File: config.mk
export PLATFORM = sky130hd
export DESIGN_NAME = fifo_with_match_delete_top
export DESIGN_NICKNAME = d
export VERILOG_FILES = /design/src/hw/rtl/fwmd_pkg.sv /design/src/hw/rtl/fifo_with_match_delete_top.sv /design/src/hw/rtl/fwmd_ctrl.sv /design/src/hw/rtl/fwmd_dpath.sv
export VERILOG_INCLUDE_DIRS = /design/src /design/src/hw/rtl
export SDC_FILE = /design/constraint.sdc
export NUM_CORES = 1
export LEC_CHECK = 0
export BUFFER_PORTS_ARGS = -buffer_cell sky130_fd_sc_hd__clkbuf_2
export CORE_ASPECT_RATIO = 0.5
export CORE_UTILIZATION = 35
export CTS_CLUSTER_DIAMETER = 60
export CTS_CLUSTER_SIZE = 12
export DETAILED_ROUTE_END_ITERATION = 10
export SETUP_SLACK_MARGIN = 0.05
export SKIP_LAST_GASP = 1
export SLEW_MARGIN = 20
export SYNTH_ARGS = -nofsm -noshare
export SYNTH_HDL_FRONTEND = slang
export SYNTH_HIERARCHICAL = 1
export SYNTH_SLANG_ARGS = --single-unit
File: constraint.sdc
create_clock -name clk -period 5.96 [get_ports clk]
set_input_delay 0.894 -clock clk [delete_from_list [all_inputs] [get_ports clk]]
set_output_delay 0.894 -clock clk [all_outputs]
set_load 0.005 [all_outputs]
File: src/hw/rtl/fifo_with_match_delete_top_assert.svh
// Assertion macros used by the queue datapath.
`ifndef FIFO_WITH_MATCH_DELETE_TOP_ASSERT_SVH
`define FIFO_WITH_MATCH_DELETE_TOP_ASSERT_SVH
`ifndef SYNTHESIS
// Implication: whenever ante holds, cons holds in the next cycle.
`define FWMD_ASSERT_IMP(lbl, clk, rstn, ante, cons) \
    lbl: assert property (@(posedge clk) disable iff (!rstn) (ante) |=> (cons)) \
        else $error("fwmd implication check failed");
// Invariant: cond holds at every clock edge out of reset.
`define FWMD_ASSERT_ALW(lbl, clk, rstn, cond) \
    lbl: assert property (@(posedge clk) disable iff (!rstn) (cond)) \
        else $error("fwmd invariant check failed");
`else
`define FWMD_ASSERT_IMP(lbl, clk, rstn, ante, cons)
`define FWMD_ASSERT_ALW(lbl, clk, rstn, cond)
`endif
`endif

File: src/hw/rtl/fwmd_pkg.sv
// Shared types and constants of the queue with delete by value.
`default_nettype none
package fwmd_pkg;

    localparam int TAG_PORT_W = 32;
    localparam int REQ_W      = 2;
    localparam int STAT_W     = 2;
    localparam int FILL_W     = 5;

    typedef enum logic [REQ_W-1:0] {
        REQ_ENQ  = 2'd0,
        REQ_DEQ  = 2'd1,
        REQ_DEL  = 2'd2,
        REQ_RSVD = 2'd3
    } req_t;

    typedef enum logic [STAT_W-1:0] {
        ST_OK   = 2'd0,
        ST_MISS = 2'd1,
        ST_FULL = 2'd2,
        ST_NULL = 2'd3
    } status_t;

    // Commands from the controller to the datapath.
    typedef struct packed {
        logic capture;
        logic apply;
    } ctrl_cmd_t;

endpackage
`default_nettype wire

File: src/hw/rtl/fifo_with_match_delete_top.sv
// Top level of the ordered tag queue with dequeue and delete by value.
//
// Channel   Handshake                Payload
// request   start / busy             req_type, tag_in
// result    done (one-cycle strobe)  status, tag_out, fill_count
//
// A request is accepted at a rising edge with start high and busy low.
// In the accept cycle tag_in is compared with every occupied slot in parallel;
// in the next cycle, with busy high, the queue and the result are updated.
// done is high for exactly one cycle after that, while the next request may
// already be accepted. No request is taken while busy; the receiver cannot stall.
// Reset clears the queue count and control state, not the slots or fill_count.
`default_nettype none
module fifo_with_match_delete_top #(
    parameter int DEPTH     = 16,
    parameter int TAG_WIDTH = 32
) (
    input  wire                                clk,
    input  wire                                rst_n,
    input  wire                                start,
    output logic                               busy,
    input  wire  [fwmd_pkg::REQ_W-1:0]         req_type,
    input  wire  [fwmd_pkg::TAG_PORT_W-1:0]    tag_in,
    output logic                               done,
    output logic [fwmd_pkg::STAT_W-1:0]        status,
    output logic [fwmd_pkg::TAG_PORT_W-1:0]    tag_out,
    output logic [fwmd_pkg::FILL_W-1:0]        fill_count
);
    import fwmd_pkg::*;

    // Commands that step the datapath through capture and apply.
    ctrl_cmd_t cmd;

    fwmd_ctrl u_ctrl (
        .clk   (clk),
        .rst_n (rst_n),
        .start (start),
        .busy  (busy),
        .done  (done),
        .cmd   (cmd)
    );

    // The datapath holds the slots, the fill count and the result registers.
    fwmd_dpath #(
        .DEPTH     (DEPTH),
        .TAG_WIDTH (TAG_WIDTH)
    ) u_dpath (
        .clk        (clk),
        .rst_n      (rst_n),
        .cmd        (cmd),
        .req_type   (req_type),
        .tag_in     (tag_in),
        .status     (status),
        .tag_out    (tag_out),
        .fill_count (fill_count)
    );

endmodule
`default_nettype wire

File: src/hw/rtl/fwmd_ctrl.sv
// Controller state machine: sequences capture and apply of each request.
`default_nettype none
module fwmd_ctrl (
    input  wire                  clk,
    input  wire                  rst_n,
    input  wire                  start,
    output logic                 busy,
    output logic                 done,
    output fwmd_pkg::ctrl_cmd_t  cmd
);
    import fwmd_pkg::*;

    typedef enum logic [1:0] {
        S_IDLE  = 2'b01,
        S_APPLY = 2'b10
    } state_t;

    state_t state_reg, state_next;
    logic   done_reg, done_next;

    always_comb
    begin
        state_next  = state_reg;
        cmd.capture = 1'b0;
        cmd.apply   = 1'b0;
        busy        = 1'b0;
        unique case (state_reg)
            S_IDLE:
            begin
                if (start)
                begin
                    cmd.capture = 1'b1;
                    state_next  = S_APPLY;
                end
            end
            S_APPLY:
            begin
                busy       = 1'b1;
                cmd.apply  = 1'b1;
                state_next = S_IDLE;
            end
            default:
            begin
                state_next = S_IDLE;
            end
        endcase
    end

    assign done_next = cmd.apply;
    assign done      = done_reg;

    always_ff @(posedge clk or negedge rst_n)
    begin
        if (!rst_n)
        begin
            state_reg <= S_IDLE;
            done_reg  <= 1'b0;
        end
        else
        begin
            state_reg <= state_next;
            done_reg  <= done_next;
        end
    end

endmodule
`default_nettype wire

File: src/hw/rtl/fwmd_dpath.sv
// Datapath: tag slots as a shift line, parallel match, count and result registers.
`default_nettype none
`include "fifo_with_match_delete_top_assert.svh"
module fwmd_dpath #(
    parameter int DEPTH     = 16,
    parameter int TAG_WIDTH = 32
) (
    input  wire                                   clk,
    input  wire                                   rst_n,
    input  fwmd_pkg::ctrl_cmd_t                   cmd,
    input  wire  [fwmd_pkg::REQ_W-1:0]            req_type,
    input  wire  [fwmd_pkg::TAG_PORT_W-1:0]       tag_in,
    output logic [fwmd_pkg::STAT_W-1:0]           status,
    output logic [fwmd_pkg::TAG_PORT_W-1:0]       tag_out,
    output logic [fwmd_pkg::FILL_W-1:0]           fill_count
);
    import fwmd_pkg::*;

    localparam int CNT_W = $clog2(DEPTH + 1);

    logic [TAG_WIDTH-1:0]  slot_reg [DEPTH];
    logic [CNT_W-1:0]      count_reg, count_next;
    logic [DEPTH-1:0]      match_reg, match_next;
    logic [DEPTH-1:0]      at_tail, shift_mask, write_vec, prefix;
    req_t                  req_reg;
    logic [TAG_WIDTH-1:0]  tag_reg, tag_w;
    status_t               status_reg, status_next;
    logic [TAG_PORT_W-1:0] tag_out_reg, tag_out_next;
    logic [FILL_W-1:0]     fill_reg;
    logic                  null_tag, full, empty;

    assign tag_w = TAG_WIDTH'(tag_in);

    // Parallel compare against every occupied slot.
    always_comb
    begin
        for (int i = 0; i < DEPTH; i++)
        begin
            match_next[i] = (CNT_W'(i) < count_reg) && (slot_reg[i] == tag_w);
            at_tail[i]    = (CNT_W'(i) == count_reg);
        end
    end

    // Prefix OR of the match vector in log steps: every slot at or after the
    // first match takes its neighbor's tag.
    always_comb
    begin
        prefix = match_reg;
        for (int s = 1; s < DEPTH; s = s * 2)
        begin
            prefix = prefix | (prefix << s);
        end
    end

    assign null_tag = (tag_reg == '0);
    assign full     = (count_reg == CNT_W'(DEPTH));
    assign empty    = (count_reg == '0);

    always_comb
    begin
        status_next  = ST_OK;
        tag_out_next = '0;
        count_next   = count_reg;
        shift_mask   = '0;
        write_vec    = '0;
        unique case (req_reg)
            REQ_ENQ:
            begin
                if (null_tag)
                begin
                    status_next = ST_NULL;
                end
                else if (full)
                begin
                    status_next = ST_FULL;
                end
                else
                begin
                    write_vec  = at_tail;
                    count_next = CNT_W'(count_reg + 1'b1);
                end
            end
            REQ_DEQ:
            begin
                if (empty)
                begin
                    status_next = ST_MISS;
                end
                else
                begin
                    tag_out_next = TAG_PORT_W'(slot_reg[0]);
                    shift_mask   = '1;
                    count_next   = CNT_W'(count_reg - 1'b1);
                end
            end
            REQ_DEL:
            begin
                if (null_tag)
                begin
                    status_next = ST_NULL;
                end
                else if (|match_reg)
                begin
                    shift_mask = prefix;
                    count_next = CNT_W'(count_reg - 1'b1);
                end
                else
                begin
                    status_next = ST_MISS;
                end
            end
            default:
            begin
                status_next = ST_OK;
            end
        endcase
    end

    always_ff @(posedge clk)
    begin
        if (cmd.capture)
        begin
            req_reg   <= req_t'(req_type);
            tag_reg   <= tag_w;
            match_reg <= match_next;
        end
        if (cmd.apply)
        begin
            status_reg  <= status_next;
            tag_out_reg <= tag_out_next;
            fill_reg    <= FILL_W'(count_next);
        end
    end

    for (genvar g = 0; g < DEPTH; g++)
    begin : g_slot
        if (g < DEPTH - 1)
        begin : g_mid
            always_ff @(posedge clk)
            begin
                if (cmd.apply && shift_mask[g])
                begin
                    slot_reg[g] <= slot_reg[g+1];
                end
                else if (cmd.apply && write_vec[g])
                begin
                    slot_reg[g] <= tag_reg;
                end
            end
        end
        else
        begin : g_last
            always_ff @(posedge clk)
            begin
                if (cmd.apply && write_vec[g])
                begin
                    slot_reg[g] <= tag_reg;
                end
            end
        end
    end

    always_ff @(posedge clk or negedge rst_n)
    begin
        if (!rst_n)
        begin
            count_reg <= '0;
        end
        else if (cmd.apply)
        begin
            count_reg <= count_next;
        end
    end

    assign status     = status_reg;
    assign tag_out    = tag_out_reg;
    assign fill_count = fill_reg;

    `FWMD_ASSERT_ALW(a_count_bound, clk, rst_n, count_reg <= CNT_W'(DEPTH))
    `FWMD_ASSERT_IMP(a_count_hold, clk, rst_n, !cmd.apply, $stable(count_reg))
    `FWMD_ASSERT_IMP(a_full_count, clk, rst_n, cmd.apply, status_reg != ST_FULL || full)
    `FWMD_ASSERT_IMP(a_tag_only_ok, clk, rst_n, cmd.apply, tag_out_reg == '0 || status_reg == ST_OK)

endmodule
`default_nettype wire
==> flow_summary.json, run 1 <==
{
  "outcome": "completed",
  "cts_root_buf": "sky130_fd_sc_hd__clkbuf_16",
  "crit_top_cell": "sky130_fd_sc_hd__buf_4",
  "crit-reg2reg-launch": "u_dpath/tag_reg[22]",
  "post-route-cell-area_um2": 35400,
  "detail_route.vias_per_cell": 5.41,
  "crit_path_cell_trace": "buf_4 > nor4_1 > nand4_1 > or2_2 > a31oi_1 > nand3b_1 > buf_6 > o22ai_4 > buf_4",
  "number_of_global_route_vias_before_repair": 19053,
  "cpLargestDelayFamily": "simple AND/OR/NAND/NOR gates",
  "most-common-layout-cells": "601 x sky130_fd_sc_hd__edfxtp_1, 431 x sky130_fd_sc_hd__mux2_2, 270 x sky130_fd_sc_hd__xor2_1",
  "fp.dieH_um": 215,
  "synthMuxAreaShare": 0.174,
  "met1_length_um": 44200,
  "core_region_area_um2": 88900,
  "synth_async_sr_flop_share": 0.0131,
  "synth_top_cell_by_area": "sky130_fd_sc_hd__edfxtp_1",
  "power.static_leakage_nw": 11.5,
  "post_synthesis_sequential_element_count": 609,
  "synth.cell_area_um2": 31700,
  "timing.critical_path.from": "u_dpath/tag_reg[22]",
  "power.total_mw": 9.54,
  "hold_buffers": 0,
  "seqCellArea_um2": 18200,
  "largest_register_ffs": 512,
  "hold_viol_final": 0,
  "synth_area_per_cell_um2": 14.4,
  "insertion_delay_ns": 0.65,
  "clk_transition_reported_paths_ns": 0.06,
  "share_of_the_synthesized_area_in_compound_gates_ao_oa_aoi_oai": 0.0185,
  "layout.cells.most_common": "sky130_fd_sc_hd__edfxtp_1",
  "yosys.area_share.adder": 0.00356,
  "post-dp-hpwl_um": 71100,
  "first_pass_iters": 7,
  "setup.reg_to_reg.worst_slack_ns": 1.55,
  "floorplan.rows": 77,
  "initial_core_util": 0.356,
  "post_cts.resized_instances": 0,
  "ios": 78,
  "dr_wl_met2_um": 45700,
  "holdCritPathClass": "primary input to async pin",
  "gp_routability_congestion": 0.924,
  "max-slew-margin-rel": 0.300,
  "grt_setup_unrepaired": "false",
  "first_iter_violations": 1650,
  "dpl.cell_count": 3392,
  "grtUsageTotal": 0.210,
  "edff_count_synth": 601,
  "drt-wirelength-per-cell_um": 28.1,
  "topRoutingLayerUsed": "met4",
  "synth_area_leaders": "sky130_fd_sc_hd__edfxtp_1 57%, sky130_fd_sc_hd__mux2_2 15%, sky130_fd_sc_hd__xor2_1 7.5%",
  "synth_flop_cell": "sky130_fd_sc_hd__edfxtp_1",
  "vdd_ir_drop_max_uv": 203,
  "ys.warnings.count": 6,
  "final_critical_delay_including_setup_and_external_delays_ns": 4.41,
  "grt_start_max_net_pins": 51,
  "post_route_cells_drive_above_1_share": 0.320,
  "power_density_relative_to_cell_area_nw_per_um2": 270,
  "sequential_area_share_after_synthesis": 0.576,
  "max_freq_mhz": 227,
  "crit_path_top_delay_cell": "sky130_fd_sc_hd__nor4_1",
  "synthToLayoutAreaGrowth_pct": 11.7,
  "synth_simple_gate_area_frac": 0.0616,
  "instances_no_fill": 3471,
  "timing.setup.critical_path_class": "flip-flop to flip-flop",
  "fillCellCount": 8148,
  "placement_cell_area_um2": 33800,
  "yosys.area_share.xor_xnor": 0.142,
  "numPortBuffers": 77,
  "critPathMaxFanout": 32,
  "grt_overflow": 0,
  "die_width_um": 427,
  "drv_slew": 0,
  "first_pass_grt_wire_length_um": 139000,
  "netlist_instances": 2206,
  "ant_nets": 0,
  "htreeDepth": 2,
  "worst-slew-pin-transition_ns": 1.05,
  "max-clock-path-buffers": 3,
  "routed_wirelength_um": 97400,
  "clock_sinks": 609,
  "dominant_combinational_cell_family_by_area_after_synthesis": "multiplexers",
  "tritoncts": "yes",
  "grt_antenna_before_repair": 6,
  "worst-path-buf-inv": 3,
  "design.die.area_um2": 91800,
  "max_stage_delay_ns": 0.70,
  "routed-via-count": 18774,
  "number_of_max_cap_violations": 0,
  "cts_inserted_buffers": 57,
  "timing.setup.tns_ns": 0,
  "drc": 0,
  "required_ns": 6.29,
  "critPathArrivalTime_ns": 4.75,
  "cp-end-kind": "flip-flop",
  "worstSetupStartpointType": "flip-flop",
  "final.setup_skew_ns": 0.0201,
  "cts_post_setup_buffers_inserted": 0,
  "final_min_period_over_clock_period": 0.740,
  "synth_cell_type_count": 59,
  "multi_input_comb_area_um2": 13000,
  "holdWs_ns": 0.135,
  "syn_nets": 2252,
  "wl_met3_um": 4650,
  "final-setup-viol-count": 0,
  "final_nets": 2313,
  "netlist.area_leader.share": 0.570
}
[final cells by class]
| type | count | area share |
|---|---|---|
| clock inverters | 5 | 0.000884 |
| inverters | 11 | 0.00117 |
| multi-input cells | 1422 | 0.367 |
| clock buffers | 71 | 0.0430 |
| diodes | 2 | 0.000141 |
| repair buffers | 166 | 0.0305 |
| well taps | 1185 | 0.0419 |
| flip-flops and latches | 609 | 0.516 |
[per-layer routing]
metal  GRT usage  vias up
met2       0.340      551
met1       0.292     9735
met5           0        -
met4      0.0671        0
met3      0.0268      121
li1            -     8367
[synth_stat cells (2+ instances only)]
cell type	count
sky130_fd_sc_hd__o21ai_0	16
sky130_fd_sc_hd__mux2_2	431
sky130_fd_sc_hd__clkbuf_1	112
sky130_fd_sc_hd__or2_2	4
sky130_fd_sc_hd__buf_1	11
sky130_fd_sc_hd__nand4_1	70
sky130_fd_sc_hd__or4_1	4
sky130_fd_sc_hd__buf_2	33
sky130_fd_sc_hd__nand3_1	30
sky130_fd_sc_hd__nor3_1	28
sky130_fd_sc_hd__inv_1	10
sky130_fd_sc_hd__nand2b_1	3
sky130_fd_sc_hd__mux2_4	30
sky130_fd_sc_hd__o2111ai_1	3
sky130_fd_sc_hd__a2111oi_0	3
sky130_fd_sc_hd__xnor2_1	245
sky130_fd_sc_hd__xor2_1	270
sky130_fd_sc_hd__ha_1	9
sky130_fd_sc_hd__and2_1	3
sky130_fd_sc_hd__buf_6	4
sky130_fd_sc_hd__or3_1	4
sky130_fd_sc_hd__and3_1	36
sky130_fd_sc_hd__o221ai_1	4
sky130_fd_sc_hd__o31a_1	3
sky130_fd_sc_hd__o211ai_1	3
sky130_fd_sc_hd__a2111oi_4	2
sky130_fd_sc_hd__nor2_1	26
sky130_fd_sc_hd__edfxtp_1	601
sky130_fd_sc_hd__o22ai_1	7
sky130_fd_sc_hd__and3b_1	2
sky130_fd_sc_hd__a31oi_1	5
sky130_fd_sc_hd__buf_4	4
sky130_fd_sc_hd__mux2_1	19
sky130_fd_sc_hd__o32ai_1	5
sky130_fd_sc_hd__nor4_1	91
sky130_fd_sc_hd__a21oi_1	14
sky130_fd_sc_hd__nand3b_1	2
sky130_fd_sc_hd__dfrtp_1	7
sky130_fd_sc_hd__nand2_1	23
sky130_fd_sc_hd__o21ai_1	7
sky130_fd_sc_hd__nor3_2	2
sky130_fd_sc_hd__nor2b_1	3
[logic make-up after synthesis]
group	after synthesis
and+or+nand+nor	337
xor gates and xnor gates	515
AOI/OAI and AO/OA	81
adders and majority gates	9
DFF	609
buffers and inverters	175
muxes	480
[report_power, final]
part / switching [mW] / internal (mW)
logic: 0.879 / 0.368
clock network: 1.58 / 1.76
registers: 0.143 / 4.81
total: 2.60 / 6.94
[worst reg2reg max path, cell delays in order (launching register included)]
cell and delay (ns):
sky130_fd_sc_hd__edfxtp_1 0.35, sky130_fd_sc_hd__buf_4 0.26, sky130_fd_sc_hd__nor4_1 0.73, sky130_fd_sc_hd__nand4_1 0.46
sky130_fd_sc_hd__or2_2 0.57, sky130_fd_sc_hd__a31oi_1 0.54, sky130_fd_sc_hd__nand3b_1 0.50, sky130_fd_sc_hd__buf_6 0.27
sky130_fd_sc_hd__o22ai_4 0.09, sky130_fd_sc_hd__buf_4 0.30
[through the flow]
stage,utilization,setup slack (ns)
2_1_floorplan,-,1.24
3_5_place_dp,0.380,1.43
4_1_cts,0.398,1.39
5_1_grt,0.398,1.48
6_report,0.398,1.55
3_3_place_gp,0.380,1.48
[path summary, 6_finish.rpt]
| kind | to | cells past startpoint |
|---|---|---|
| max | u_dpath/slot_reg[1][219] | 9 |
| min | u_ctrl/done | 1 |
| max reg2reg | u_dpath/slot_reg[1][219] | 9 |
| min reg2reg | u_ctrl/state_reg[0] | 1 |
| max in group asynchronous | u_ctrl/state_reg[0] | 1 |
| min in group clk | u_dpath/req_reg[1] | 1 |
Note: power is estimated with default switching activity, not from simulation.
==> run 2, diff against run 1 <==
==> constraint.sdc (replaced) <==
create_clock -name clk -period 4 [get_ports clk]
set_input_delay 0.6 -clock clk [delete_from_list [all_inputs] [get_ports clk]]
set_output_delay 0.6 -clock clk [all_outputs]
set_load 0.005 [all_outputs]
==> flow_summary.json, run 2 (same netlist as run 1, synthesis figures left out) <==
{
  "required_ns": 4.37,
  "core_region_area_um2": 88900,
  "vdd_ir_drop_max_uv": 347,
  "power.internal_mw": 10.5,
  "final_core_util": 0.403,
  "worstSetupStartpointType": "flip-flop",
  "holdCritPathClass": "primary input to flip-flop",
  "power.total_mw": 14.5,
  "timing.hold.worst_path_depth": 2,
  "grt_setup_unrepaired": "false",
  "total_switching_power_mw": 4.00,
  "most-common-layout-cells": "601 x sky130_fd_sc_hd__edfxtp_1, 431 x sky130_fd_sc_hd__mux2_2, 270 x sky130_fd_sc_hd__xor2_1",
  "critPathArrivalTime_ns": 3.98,
  "placement_cell_area_um2": 34200,
  "post-dp-hpwl_um": 73600,
  "numPortBuffers": 77,
  "insertion_delay_ns": 0.63,
  "timing.setup.tns_ns": 0,
  "detail_route.vias_per_cell": 5.39,
  "design.die.area_um2": 91800,
  "final_nets": 2359,
  "largest_register_ffs": 512,
  "first_pass_grt_wire_length_um": 138000,
  "final-setup-viol-count": 0,
  "worstReg2RegEnd": "u_dpath/slot_reg[0][210]",
  "htreeDepth": 2,
  "grtUsageTotal": 0.209,
  "first_iter_violations": 1769,
  "die_width_um": 427,
  "gp_routability_congestion": 0.926,
  "drc": 0,
  "fillCellCount": 8157,
  "post-route-cell-area_um2": 35900,
  "ios": 78,
  "comb_power_share": 0.146,
  "grt_start_max_net_pins": 42,
  "final.setup_skew_ns": 0.0181,
  "first_pass_iters": 5,
  "fp.dieH_um": 215,
  "post_route_cells_drive_above_1_share": 0.334,
  "ant_nets": 0,
  "power.clock.fraction": 0.351,
  "tritoncts": "yes",
  "power_frac_seq": 0.503,
  "max-slew-margin-rel": 0.347,
  "max-clock-path-buffers": 3,
  "hold_viol_final": 0,
  "reg2regPathDepth": 8,
  "power.static_leakage_nw": 11.8,
  "final_min_period_over_clock_period": 0.901,
  "worst_hold_startpoint": "start",
  "clock_sinks": 609,
  "cp-end-kind": "flip-flop",
  "cts_root_buf": "sky130_fd_sc_hd__clkbuf_16",
  "worst-slew-pin-transition_ns": 0.976,
  "outcome": "completed",
  "synthToLayoutAreaGrowth_pct": 13.3,
  "layout.cells.most_common": "sky130_fd_sc_hd__edfxtp_1",
  "whs_endpoint": "u_ctrl/state_reg[0]",
  "drt-wirelength-per-cell_um": 27.7,
  "crit-reg2reg-launch": "u_dpath/match_reg[0]",
  "cts_inserted_buffers": 58,
  "max_freq_mhz": 277,
  "initial_core_util": 0.356,
  "routed-via-count": 18918,
  "critPathMaxFanout": 32,
  "p_sw_frac": 0.276,
  "timing.setup.critical_path_class": "flip-flop to flip-flop",
  "floorplan.rows": 77,
  "final_critical_delay_including_setup_and_external_delays_ns": 3.60,
  "drv_slew": 0,
  "number_of_max_cap_violations": 0,
  "grt_overflow": 0,
  "number_of_global_route_vias_before_repair": 19379,
  "clk_transition_reported_paths_ns": 0.07,
  "grt_antenna_before_repair": 5,
  "power_density_relative_to_cell_area_nw_per_um2": 403,
  "setup.reg_to_reg.worst_slack_ns": 0.40,
  "routed_wirelength_um": 97300
}
-- run 2: cell count changes in the layout (fill, tap and decap cells not counted), moves of 2 or more --
cell	previous run	this run
sky130_fd_sc_hd__buf_4	87	123
sky130_fd_sc_hd__clkbuf_1	12	9
sky130_fd_sc_hd__buf_16	1	3
sky130_fd_sc_hd__clkinv_2	2	0
sky130_fd_sc_hd__buf_12	0	7
sky130_fd_sc_hd__inv_6	1	3
-- run 2: timing repair --
action / CTS / global route
gates resized for setup: 0 / 0
hold endpoints to repair: 7 / 0
hold buffers: 1 / 0
setup buffers: 0 / 0
-- run 2: through the flow --
stage,setup slack [ns],cells,hold slack [ns]
after floorplan,-0.0686,2206,0.304
after global placement,0.484,3434,0.479
after detailed placement,0.413,3435,0.485
after CTS,0.395,3509,0.134
after global routing,0.373,3511,0.144
final,0.395,3512,0.163
-- run 2: layout make-up --
| type | instances | area [um2] | area share |
|---|---|---|---|
| antenna | 1 | 2.50 | 0.0000698 |
| clock buffer | 68 | 1510 | 0.0421 |
| clock inverter | 5 | 65.1 | 0.00181 |
| inverter | 11 | 41.3 | 0.00115 |
| multi-input combinational | 1422 | 13000 | 0.362 |
| sequential | 609 | 18200 | 0.509 |
| tap | 1185 | 1480 | 0.0413 |
| timing repair buffer | 211 | 1540 | 0.0430 |
-- run 2: worst max-delay path by stage --
stage / startpoint / endpoint / slack (ns) / cells after the start
finish: u_dpath/match_reg[0] / u_dpath/slot_reg[0][210] / 0.40 / 8
CTS: u_dpath/tag_reg[10] / u_dpath/slot_reg[0][210] / 0.39 / 8
global route: u_dpath/match_reg[0] / u_dpath/slot_reg[1][174] / 0.37 / 8
global placement: u_dpath/tag_reg[10] / u_dpath/slot_reg[0][230] / 0.48 / 8
floorplan: u_dpath/count_reg[0] / u_dpath/slot_reg[0][160] / -0.07 / 9
detailed placement: u_dpath/tag_reg[10] / u_dpath/slot_reg[0][210] / 0.41 / 8
-- run 2: power groups by stage --
stage,Combinational [mW],Clock [mW],Sequential [mW]
CTS,2.08,5.16,7.28
detailed placement,2.07,0,7.42
global route,2.21,5.37,7.29
floorplan,1.07,0,7.40
finish,2.11,5.08,7.28
global placement,2.07,0,7.42
-- run 2: routing by layer --
layer | part of all wire | global-route usage | up-vias
met5 | 0.00012 | 0 | -
met4 | 0.034 | 0.0686 | 2
met3 | 0.058 | 0.0322 | 162
met2 | 0.45 | 0.325 | 639
met1 | 0.46 | 0.297 | 9666
li1 | - | - | 8449
-- run 2: critical path, stage by stage, from the launching register on --
cell and delay, ns:
sky130_fd_sc_hd__edfxtp_1 0.50, sky130_fd_sc_hd__or4_4 0.63, sky130_fd_sc_hd__nor2_2 0.29, sky130_fd_sc_hd__nand3_1 0.36, sky130_fd_sc_hd__nand3_1 0.38, sky130_fd_sc_hd__buf_4 0.35
sky130_fd_sc_hd__o2111ai_4 0.15, sky130_fd_sc_hd__buf_4 0.30, sky130_fd_sc_hd__mux2_2 0.33
==> run 3, diff against run 2 <==
--- a/config.mk
+++ b/config.mk
@@ -6,7 +6,7 @@
 export SDC_FILE = /design/constraint.sdc
 export NUM_CORES = 1
 export LEC_CHECK = 0
-export BUFFER_PORTS_ARGS = -buffer_cell sky130_fd_sc_hd__clkbuf_2
+export BUFFER_PORTS_ARGS = -buffer_cell sky130_fd_sc_hd__buf_4
 export CORE_ASPECT_RATIO = 0.5
 export CORE_UTILIZATION = 35
 export CTS_CLUSTER_DIAMETER = 60
@@ -17,5 +17,4 @@
 export SLEW_MARGIN = 20
 export SYNTH_ARGS = -nofsm -noshare
 export SYNTH_HDL_FRONTEND = slang
-export SYNTH_HIERARCHICAL = 1
 export SYNTH_SLANG_ARGS = --single-unit
==> flow_summary.json, run 3 <==
{
  "gp_routability_congestion": 0.928,
  "grt_antenna_before_repair": 3,
  "timing.setup.tns_ns": 0,
  "synth_area_per_cell_um2": 14.4,
  "power.total_mw": 14.1,
  "instances_no_fill": 3467,
  "edff_count_synth": 601,
  "dpl.cell_count": 3390,
  "critPathArrivalTime_ns": 4.10,
  "largest_register_ffs": 512,
  "core_region_area_um2": 88700,
  "final-setup-viol-count": 0,
  "numPortBuffers": 77,
  "grtUsageTotal": 0.211,
  "grt_overflow": 0,
  "post_synthesis_sequential_element_count": 609,
  "cp-end-kind": "flip-flop",
  "final_critical_delay_including_setup_and_external_delays_ns": 3.73,
  "cts_root_buf": "sky130_fd_sc_hd__clkbuf_16",
  "max-slew-margin-rel": 0.322,
  "tritoncts": "yes",
  "layout.cells.most_common": "sky130_fd_sc_hd__edfxtp_1",
  "design.die.area_um2": 91200,
  "drc": 0,
  "synth.cells.most_frequent": "601 x sky130_fd_sc_hd__edfxtp_1, 471 x sky130_fd_sc_hd__mux2_2, 275 x sky130_fd_sc_hd__xor2_1",
  "htreeDepth": 2,
  "final.setup_skew_ns": 0.0310,
  "initial_core_util": 0.355,
  "drt-wirelength-per-cell_um": 28.1,
  "timing.setup.critical_path_class": "flip-flop to flip-flop",
  "synth_flop_cell": "sky130_fd_sc_hd__edfxtp_1",
  "critPathMaxFanout": 32,
  "grt_setup_unrepaired": "false",
  "worst_hold_startpoint": "req_type[1]",
  "required_ns": 4.38,
  "final_min_period_over_clock_period": 0.932,
  "die_width_um": 426,
  "cts_inserted_buffers": 57,
  "vdd_ir_drop_max_uv": 325,
  "synth_area_leaders": "sky130_fd_sc_hd__edfxtp_1 57%, sky130_fd_sc_hd__mux2_2 17%, sky130_fd_sc_hd__xor2_1 7.7%",
  "timing.critical_path.from": "u_dpath.count_reg[0]",
  "max_freq_mhz": 268,
  "synth_top_cell_by_area": "sky130_fd_sc_hd__edfxtp_1",
  "worst-slew-pin-transition_ns": 1.01,
  "power.static_leakage_nw": 11.4,
  "netlist_instances": 2184,
  "final_nets": 2312,
  "most-common-layout-cells": "601 x sky130_fd_sc_hd__edfxtp_1, 471 x sky130_fd_sc_hd__mux2_2, 275 x sky130_fd_sc_hd__xor2_1",
  "routed-via-count": 18824,
  "drv_slew": 0,
  "first_pass_grt_wire_length_um": 139000,
  "clock_sinks": 609,
  "hold_viol_final": 0,
  "synthToLayoutAreaGrowth_pct": 13.0,
  "syn_nets": 2230,
  "detail_route.vias_per_cell": 5.43,
  "outcome": "completed",
  "netlist.area_leader.share": 0.573,
  "post_cts.resized_instances": 0,
  "first_pass_iters": 5,
  "synth.cell_area_um2": 31500,
  "ios": 78,
  "crit-reg2reg-launch": "u_dpath.count_reg[0]",
  "worstSetupStartpointType": "flip-flop",
  "synth_async_sr_flop_share": 0.0131,
  "synth_cell_type_count": 61,
  "post_route_cells_drive_above_1_share": 0.330,
  "insertion_delay_ns": 0.65,
  "routed_wirelength_um": 97400,
  "post-dp-hpwl_um": 69800,
  "fp.dieH_um": 214,
  "max-clock-path-buffers": 3,
  "grt_start_max_net_pins": 46,
  "sequential_area_share_after_synthesis": 0.580,
  "first_iter_violations": 1706,
  "holdCritPathClass": "primary input to flip-flop",
  "fillCellCount": 8178,
  "ant_nets": 0,
  "power_density_relative_to_cell_area_nw_per_um2": 397,
  "number_of_max_cap_violations": 0,
  "synthMostInstantiatedCell": "sky130_fd_sc_hd__edfxtp_1",
  "ys.warnings.count": 0,
  "clk_transition_reported_paths_ns": 0.07,
  "floorplan.rows": 77,
  "number_of_global_route_vias_before_repair": 19175
}
-- run 3: cell types whose count changed after synthesis, moves of 9 or more --
cell                       previous run  this run
sky130_fd_sc_hd__mux2_2             431       471
sky130_fd_sc_hd__mux2_4              30         0
sky130_fd_sc_hd__nor3_1              28         9
sky130_fd_sc_hd__buf_2               33        18
sky130_fd_sc_hd__clkbuf_1           112       122
sky130_fd_sc_hd__mux2_1              19        10
sky130_fd_sc_hd__nand2_1             23        32
sky130_fd_sc_hd__nand3_1             30        21
sky130_fd_sc_hd__nor2_1              26        17
-- run 3: cell families (layout without fill, tap and decap cells) --
logic type / Yosys count / count (layout) / synth area share
AOI/OAI and AO/OA: 84 / 84 / 0.0211
xor gates and xnor gates: 513 / 513 / 0.143
adders and majority gates: 9 / 9 / 0.00358
buffers and inverters: 176 / 273 / 0.0227
DFF: 609 / 609 / 0.580
muxes: 482 / 482 / 0.172
other: 0 / 1 / 0
and+or+nand+nor: 311 / 311 / 0.0575
-- run 3: critical path, stage by stage (launching register included) --
cell and delay [ns]:
sky130_fd_sc_hd__dfrtp_1 0.38, sky130_fd_sc_hd__inv_1 0.12, sky130_fd_sc_hd__ha_1 0.18, sky130_fd_sc_hd__or4b_1 0.46, sky130_fd_sc_hd__a2111o_1 0.50, sky130_fd_sc_hd__or4_4 0.50, sky130_fd_sc_hd__or2_1 0.28, sky130_fd_sc_hd__a2111oi_4 0.36
sky130_fd_sc_hd__buf_12 0.27, sky130_fd_sc_hd__mux2_2 0.37
-- run 3: cell type report --
cell class / count / area (um2) / area share
Sequential cell: 609 / 18200 / 0.513
Multi-Input combinational cell: 1399 / 12700 / 0.358
Clock buffer: 70 / 1520 / 0.0427
Timing Repair Buffer: 186 / 1490 / 0.0420
Tap cell: 1185 / 1480 / 0.0417
Inverter: 13 / 48.8 / 0.00137
Clock inverter: 4 / 27.5 / 0.000774
Antenna cell: 1 / 2.50 / 0.0000704
-- run 3: per-stage QoR --
stage | utilization | instance area (um2) | setup WS [ns] | hold WS (ns)
2_1_floorplan | - | 31500 | 0.0594 | 0.304
3_3_place_gp | 0.383 | 34000 | 0.317 | 0.423
3_5_place_dp | 0.383 | 34000 | 0.340 | 0.425
4_1_cts | 0.400 | 35500 | 0.300 | 0.0977
5_1_grt | 0.401 | 35600 | 0.128 | 0.107
6_report | 0.401 | 35600 | 0.272 | 0.133
-- run 3: power by group --
part | switching, mW | internal (mW)
clock network | 2.36 | 2.62
registers | 0.0935 | 7.16
logic | 1.32 | 0.568
-- run 3: what timing repair did --
| action | in CTS | in global routing |
|---|---|---|
| setup buffers | 0 | 0 |
| hold endpoints to repair | 8 | 0 |
| hold buffers | 1 | 0 |
-- run 3: worst paths after layout --
check                                                to  slack [ns]  depth (start not counted)
worst max-delay path            u_dpath.slot_reg[6][16]        0.27                          9
worst min-delay path                 u_dpath.req_reg[1]        0.13                          1
worst max register to register  u_dpath.slot_reg[6][16]        0.27                          9
worst min register to register      u_ctrl.state_reg[0]        0.51                          1
max in group asynchronous           u_ctrl.state_reg[0]        3.46                          2
min in group asynchronous          u_dpath.count_reg[0]        0.32                          2
-- run 3: layer usage --
metal  global-route usage  routed length [um]  share of wire
met3               0.0321                5770          0.059
met1                0.290               43200           0.44
met2                0.336               44900           0.46
met5                    0                   0              0
met4               0.0772                3550          0.036
